<file path="config.mk">
export PLATFORM = sky130hd
export DESIGN_NAME = sps_ctrl
export DESIGN_NICKNAME = d
export VERILOG_FILES = /design/src/hw/rtl/sps_pkg.sv /design/src/hw/rtl/sps_ctrl.sv
export SDC_FILE = /design/constraint.sdc
export NUM_CORES = 1
export LEC_CHECK = 0
export ABC_AREA = 0
export BUFFER_PORTS_ARGS = -buffer_cell sky130_fd_sc_hd__buf_2
export CELL_PAD_IN_SITES_DETAIL_PLACEMENT = 1
export CELL_PAD_IN_SITES_GLOBAL_PLACEMENT = 1
export CORE_ASPECT_RATIO = 1.1
export CORE_MARGIN = 4
export CORE_UTILIZATION = 50
export DETAILED_ROUTE_END_ITERATION = 6
export PLACE_DENSITY_LB_ADDON = 0.1
export SKIP_LAST_GASP = 1
export SLEW_MARGIN = 40
export SYNTH_ARGS = -nofsm -noshare
export SYNTH_HDL_FRONTEND = slang
export SYNTH_SLANG_ARGS = --single-unit
</file>
<file path="constraint.sdc">
create_clock -name i_clk -period 9.96 [get_ports i_clk]
set_clock_uncertainty 0.2 [all_clocks]
set_input_delay 0.996 -clock i_clk [delete_from_list [all_inputs] [get_ports i_clk]]
set_output_delay 0.996 -clock i_clk [all_outputs]
set_load 0.02 [all_outputs]
</file>
<file path="src/hw/rtl/sps_pkg.sv">
// Shared constants and types for the Sundaram prime sieve unit.
`default_nettype none
package sps_pkg;

    localparam int MAX_N     = 65535;
    localparam int LIMIT_W   = 16;
    localparam int COUNT_W   = 16;
    localparam int MAP_DEPTH = (MAX_N - 1) / 2 + 1;
    localparam int MAP_AW    = $clog2(MAP_DEPTH);
    // marking index overshoots the bound by at most a few hundred
    localparam int IDX_W     = MAP_AW + 2;

    typedef enum logic [2:0] {
        ST_IDLE,
        ST_CLEAR,
        ST_MARK,
        ST_COUNT,
        ST_DRAIN,
        ST_DONE
    } t_state;

    typedef struct packed {
        logic              we;
        logic [MAP_AW-1:0] waddr;
        logic              wdata;
        logic              re;
        logic [MAP_AW-1:0] raddr;
    } t_mem_cmd;

    typedef struct packed {
        logic               valid;
        logic               is_prime;
        logic [COUNT_W-1:0] count;
    } t_result;

endpackage
`default_nettype wire

</file>
<file path="src/hw/rtl/sps_ctrl.sv">
// Sieve sequencer: clear, mark, count passes over the bitmap memory.
`default_nettype none
module sps_ctrl
    import sps_pkg::*;
(
    input  wire logic               i_clk,
    input  wire logic               i_rst_n,
    input  wire logic               i_start,
    input  wire logic [LIMIT_W-1:0] i_limit,
    output      logic               o_idle,
    input  wire logic               i_res_taken,
    output      t_mem_cmd           o_mem_cmd,
    input  wire logic               i_rdata,
    output      t_result            o_result
);

    t_state              r_state, n_state;
    logic [MAP_AW-1:0]   r_m, n_m;
    logic [MAP_AW-1:0]   r_addr, n_addr;
    logic [IDX_W-1:0]    r_idx, n_idx;
    logic [IDX_W-1:0]    r_start, n_start;
    logic [IDX_W-1:0]    r_step, n_step;
    logic                r_two, n_two;
    logic                r_odd, n_odd;
    logic                r_rd_vld, n_rd_vld;
    logic                r_rd_last, n_rd_last;
    logic [COUNT_W-1:0]  r_count, n_count;
    logic                r_last_bit, n_last_bit;

    logic [LIMIT_W-1:0]  lim_m1;
    logic [MAP_AW-1:0]   m_in;
    logic [IDX_W-1:0]    m_ext;
    logic [IDX_W-1:0]    next_start;

    assign lim_m1     = i_limit - LIMIT_W'(1);
    assign m_in       = (i_limit == '0) ? '0 : lim_m1[MAP_AW:1];
    assign m_ext      = {2'b00, r_m};
    // start(i+1) = start(i) + 2*(2i+1) + 2
    assign next_start = r_start + {r_step[IDX_W-2:0], 1'b0} + IDX_W'(2);

    always_ff @(posedge i_clk) begin
        if (!i_rst_n) begin
            r_state  <= ST_IDLE;
            r_rd_vld <= 1'b0;
        end else begin
            r_state  <= n_state;
            r_rd_vld <= n_rd_vld;
        end
    end

    always_ff @(posedge i_clk) begin
        r_m        <= n_m;
        r_addr     <= n_addr;
        r_idx      <= n_idx;
        r_start    <= n_start;
        r_step     <= n_step;
        r_two      <= n_two;
        r_odd      <= n_odd;
        r_rd_last  <= n_rd_last;
        r_count    <= n_count;
        r_last_bit <= n_last_bit;
    end

    always_comb begin
        n_state    = r_state;
        n_m        = r_m;
        n_addr     = r_addr;
        n_idx      = r_idx;
        n_start    = r_start;
        n_step     = r_step;
        n_two      = r_two;
        n_odd      = r_odd;
        n_rd_vld   = 1'b0;
        n_rd_last  = r_rd_last;
        n_count    = r_count;
        n_last_bit = r_last_bit;
        o_mem_cmd  = '0;
        o_idle     = 1'b0;

        // tally read data in the cycle after each read
        if (r_rd_vld) begin
            if (!i_rdata) begin
                n_count = r_count + COUNT_W'(1);
            end
            if (r_rd_last) begin
                n_last_bit = i_rdata;
            end
        end

        unique case (r_state)
            ST_IDLE: begin
                o_idle = 1'b1;
                if (i_start) begin
                    n_m     = m_in;
                    n_addr  = '0;
                    n_two   = (i_limit == LIMIT_W'(2));
                    n_odd   = (i_limit >= LIMIT_W'(3)) && i_limit[0];
                    n_count = (i_limit >= LIMIT_W'(2)) ? COUNT_W'(1) : '0;
                    n_state = ST_CLEAR;
                end
            end
            ST_CLEAR: begin
                o_mem_cmd.we    = 1'b1;
                o_mem_cmd.waddr = r_addr;
                o_mem_cmd.wdata = 1'b0;
                if (r_addr == r_m) begin
                    // first row i = 1: start 4, step 3
                    n_idx   = IDX_W'(4);
                    n_start = IDX_W'(4);
                    n_step  = IDX_W'(3);
                    n_state = ST_MARK;
                end else begin
                    n_addr = r_addr + MAP_AW'(1);
                end
            end
            ST_MARK: begin
                if (r_idx > m_ext) begin
                    if (r_idx == r_start) begin
                        // row starts past the bound: sieve complete
                        n_addr  = MAP_AW'(1);
                        n_state = (r_m == '0) ? ST_DONE : ST_COUNT;
                    end else begin
                        n_idx   = next_start;
                        n_start = next_start;
                        n_step  = r_step + IDX_W'(2);
                    end
                end else begin
                    o_mem_cmd.we    = 1'b1;
                    o_mem_cmd.waddr = r_idx[MAP_AW-1:0];
                    o_mem_cmd.wdata = 1'b1;
                    n_idx           = r_idx + r_step;
                end
            end
            ST_COUNT: begin
                o_mem_cmd.re    = 1'b1;
                o_mem_cmd.raddr = r_addr;
                n_rd_vld        = 1'b1;
                n_rd_last       = (r_addr == r_m);
                if (r_addr == r_m) begin
                    n_state = ST_DRAIN;
                end else begin
                    n_addr = r_addr + MAP_AW'(1);
                end
            end
            ST_DRAIN: begin
                n_state = ST_DONE;
            end
            ST_DONE: begin
                if (i_res_taken) begin
                    n_state = ST_IDLE;
                end
            end
            default: begin
                n_state = ST_IDLE;
            end
        endcase
    end

    assign o_result.valid    = (r_state == ST_DONE);
    assign o_result.is_prime = r_two | (r_odd & ~r_last_bit);
    assign o_result.count    = r_count;

endmodule
`default_nettype wire

</file>
==> run_results.csv <==
group,metric,value,unit
power_and_ir_drop,ir_worst_vdd,0.0892,mV
route,vias,5972,
synth,avgSynthCellArea,9.57,µm²
setup_path,crit_path_start_kind,"register",
synth,ys_types,54,
synth,synthArstFlopShare,0,%
setup_path,crit_chain,"ha_1 > and4_1 > a2111oi_0 > a2bb2oi_1 > a31o_2 > nand2_1 > inv_1 > a22o_1 > buf_2",
synth,yosys_warnings,0,
sta,setup_slack,4650,ps
global_route,grt_pass1_vias,6231,
sta,fin_crit_sh,53.3,%
route,route.antenna.remaining_nets,0,
global_route,antenna_found_initial,0,
sta,tightest_slew,817,ps
synth,synth-edff-count,82,
setup_path,worst_r2r_path_depth,9,
status,status,"finished, final reports clean",
cts,tritoncts,"done",
floorplan,fp.dieH,134,µm
sta,slew_violations,0,
global_route,grt_max_degree,35,
synth,synth-seq-area-share,39.6,%
placed_design,dpl.hpwl,16200,µm
cts,cts.path.max_buffers,2,
setup_path,required,8760,ps
cts,cts-root-buf,"clkbuf_16",
synth,ys_seq_elements,102,
sta,clock.fmax,188,MHz
cts,clk_pin_slew,70,ps
power_and_ir_drop,powerDensity,178,nW/µm²
global_route,grt_pass1_wl,33300,µm
synth,synthCells,756,
sta,fin_setup_tns,0,ps
route,drc,0,
layout,final_common_cell,"nor2_1",
power_and_ir_drop,p_leak,0.00332,µW
route,wl_per_cell,20.4,µm
cts,htree_levels,3,
sta,setup_viol,0,
route,routed_via_density,5.90,
global_route,grt_usage,26.1,%
layout,multi_input_area,4190,µm²
layout,drive_gt1_share,13.8,%
cts,clock_latency,360,ps
cts,clock-sinks,102,
power_and_ir_drop,power,1450,µW
floorplan,fp.dieArea,16500,µm²
hold_path,min_path_type,"reg2reg",
setup_path,slowest_delay,700,ps
cts,cts_resized,0,
layout,area_delta_synth_final,12.2,%
layout,n_antenna_cell,0,
synth,synth_nets,843,
layout,regArea,2860,µm²
route,drt_iter0_drc,314,
sta,hold_viol_final,0,
sta,min_period,5310,ps
cts,cts_setup_buffers,0,
floorplan,coreArea,14000,µm²
cts,cts-buffers-inserted,9,
layout,fin_nets,906,
global_route,grt.overflow.total,0,
setup_path,crit_type,"reg2out",
setup_path,path_buf_inv,2,
setup_path,cp_top_family,"compound AO/OA/AOI/OAI gates",
placed_design,dp_slack,5060,ps
setup_path,cp_max_fo,24,
setup_path,critPathCaptureType,"output pin",
placed_design,portBuffers,72,
run,drv_cap,0,
layout,final_cell_mix,"nor2_1, edfxtp_1, buf_2",
route,drtPass1Iterations,5,
cts,hold_buffers,0,
sta,relSlewSlack,45.4,%
layout,n_fill_cell,1628,
setup_path,arrival,4110,ps
synth,syn-cell-area,7240,µm²
floorplan,num_rows,45,
route,routed_wl,20700,µm
placed_design,gp_congestion,0.918,
floorplan,die_w,123,µm
setup_path,cp_slowest_cell,"inv_1",
sta,rsz0062_at_grt,"no",
floorplan,start_util,51.6,%
floorplan,pin_count,73,
setup_path,worst-path-stages,9,
synth,synth_top_flop_cell,"edfxtp_1",
hold_path,whs_path_depth,2,
Yosys cell counts, types with 3 or more instances:
library cell | number | share of area, %
a211oi_1 | 7 | 0.73
a21boi_0 | 3 | 0.31
a21o_1 | 8 | 0.83
a21oi_1 | 30 | 2.1
a22o_1 | 13 | 1.6
a2bb2oi_1 | 7 | 0.85
a31o_2 | 6 | 0.73
a31oi_1 | 8 | 0.69
and2_1 | 15 | 1.3
and3_1 | 27 | 2.3
and4_1 | 10 | 1.2
clkbuf_1 | 19 | 0.99
dfxtp_1 | 20 | 5.5
edfxtp_1 | 82 | 34
ha_1 | 64 | 11
inv_1 | 31 | 1.6
nand2_1 | 41 | 2.1
nand2b_1 | 6 | 0.52
nand3_1 | 27 | 1.9
nand4_1 | 17 | 1.5
nor2_1 | 93 | 4.8
nor2b_1 | 4 | 0.35
nor3_1 | 21 | 1.5
nor4_1 | 9 | 0.78
o211ai_1 | 3 | 0.31
o21ai_0 | 32 | 2.2
o21bai_1 | 3 | 0.31
o22ai_1 | 3 | 0.26
or2_2 | 4 | 0.35
or3_1 | 9 | 0.78
xnor2_1 | 56 | 6.8
xor2_1 | 49 | 5.9
layout make-up:
type | count | share of cell area (%)
tap | 188 | 2.90
multi-input combinational | 600 | 51.6
sequential | 102 | 35.3
inverter | 31 | 1.43
timing repair buffer | 75 | 4.71
clock inverter | 2 | 0.169
clock buffer | 14 | 3.91
cell families (layout without fill, tap and decap cells):
kind of cell | after synthesis | in the layout | share of synthesized area [%]
multiplexers | 1 | 1 | 0.138
AND/OR/NAND/NOR | 293 | 293 | 20.6
AO/OA/AOI/OAI | 135 | 135 | 12.3
flip-flops | 102 | 102 | 39.6
buffers and inverters | 54 | 122 | 2.97
adder cells (fa/ha/maj) | 66 | 66 | 11.6
XOR/XNOR | 105 | 105 | 12.7
registers in the layout, summed over array words and instances (netlist names):
| register | count |
|---|---|
| r_step | 16 |
| r_two | 1 |
| r_m | 15 |
| r_rd_last | 1 |
| r_start | 15 |
| r_rd_vld | 1 |
| r_idx | 17 |
| r_odd | 1 |
| r_last_bit | 1 |
| r_state | 3 |
| r_count | 16 |
| r_addr | 15 |
path summary, 6_finish.rpt:
path                            slack (ps)                    start                      end
worst min-delay path                   300       r_count[9]$_DFF_P_       r_count[9]$_DFF_P_
worst min register to register         300       r_count[9]$_DFF_P_       r_count[9]$_DFF_P_
worst max-delay path                  4650  r_idx[12]$_SDFFCE_PN0P_            o_mem_cmd[20]
worst max register to register        5880  r_step[1]$_SDFFCE_PN1P_  r_idx[14]$_SDFFCE_PN0P_
worst register-to-register path: stages (launching register included):
cell and delay [ps]:
edfxtp_1 520, ha_1 410, fa_1 510, a211oi_1 310, o21ai_0 250, a2111oi_0 710, nor3b_1 180, o41a_1 370
xnor2_1 260, o31ai_1 100
metrics by stage:
step,hold WS (ps),instances,area [µm²],utilization [%]
final,303,1012,8120,57.9
after global routing,348,1012,8120,57.9
after CTS,308,1012,8110,57.9
after detailed placement,290,996,7780,55.5
after global placement,280,996,7760,55.4
after floorplan,326,756,7240,-
routing by layer:
layer  share of wire [%]  vias to the layer above  GRT usage, %
met2                  50                      134          44.2
met5                   0                        -             0
met1                  44                     2919          34.0
li1                    -                     2885             -
met4                 2.6                        0          9.83
met3                 3.8                       34          3.21
power breakdown:
group / switching (µW) / internal (µW) / total [µW]
logic: 275 / 177 / 452
clock network: 164 / 223 / 387
registers: 79.7 / 528 / 608
Power figures use the tool's default switching activity.
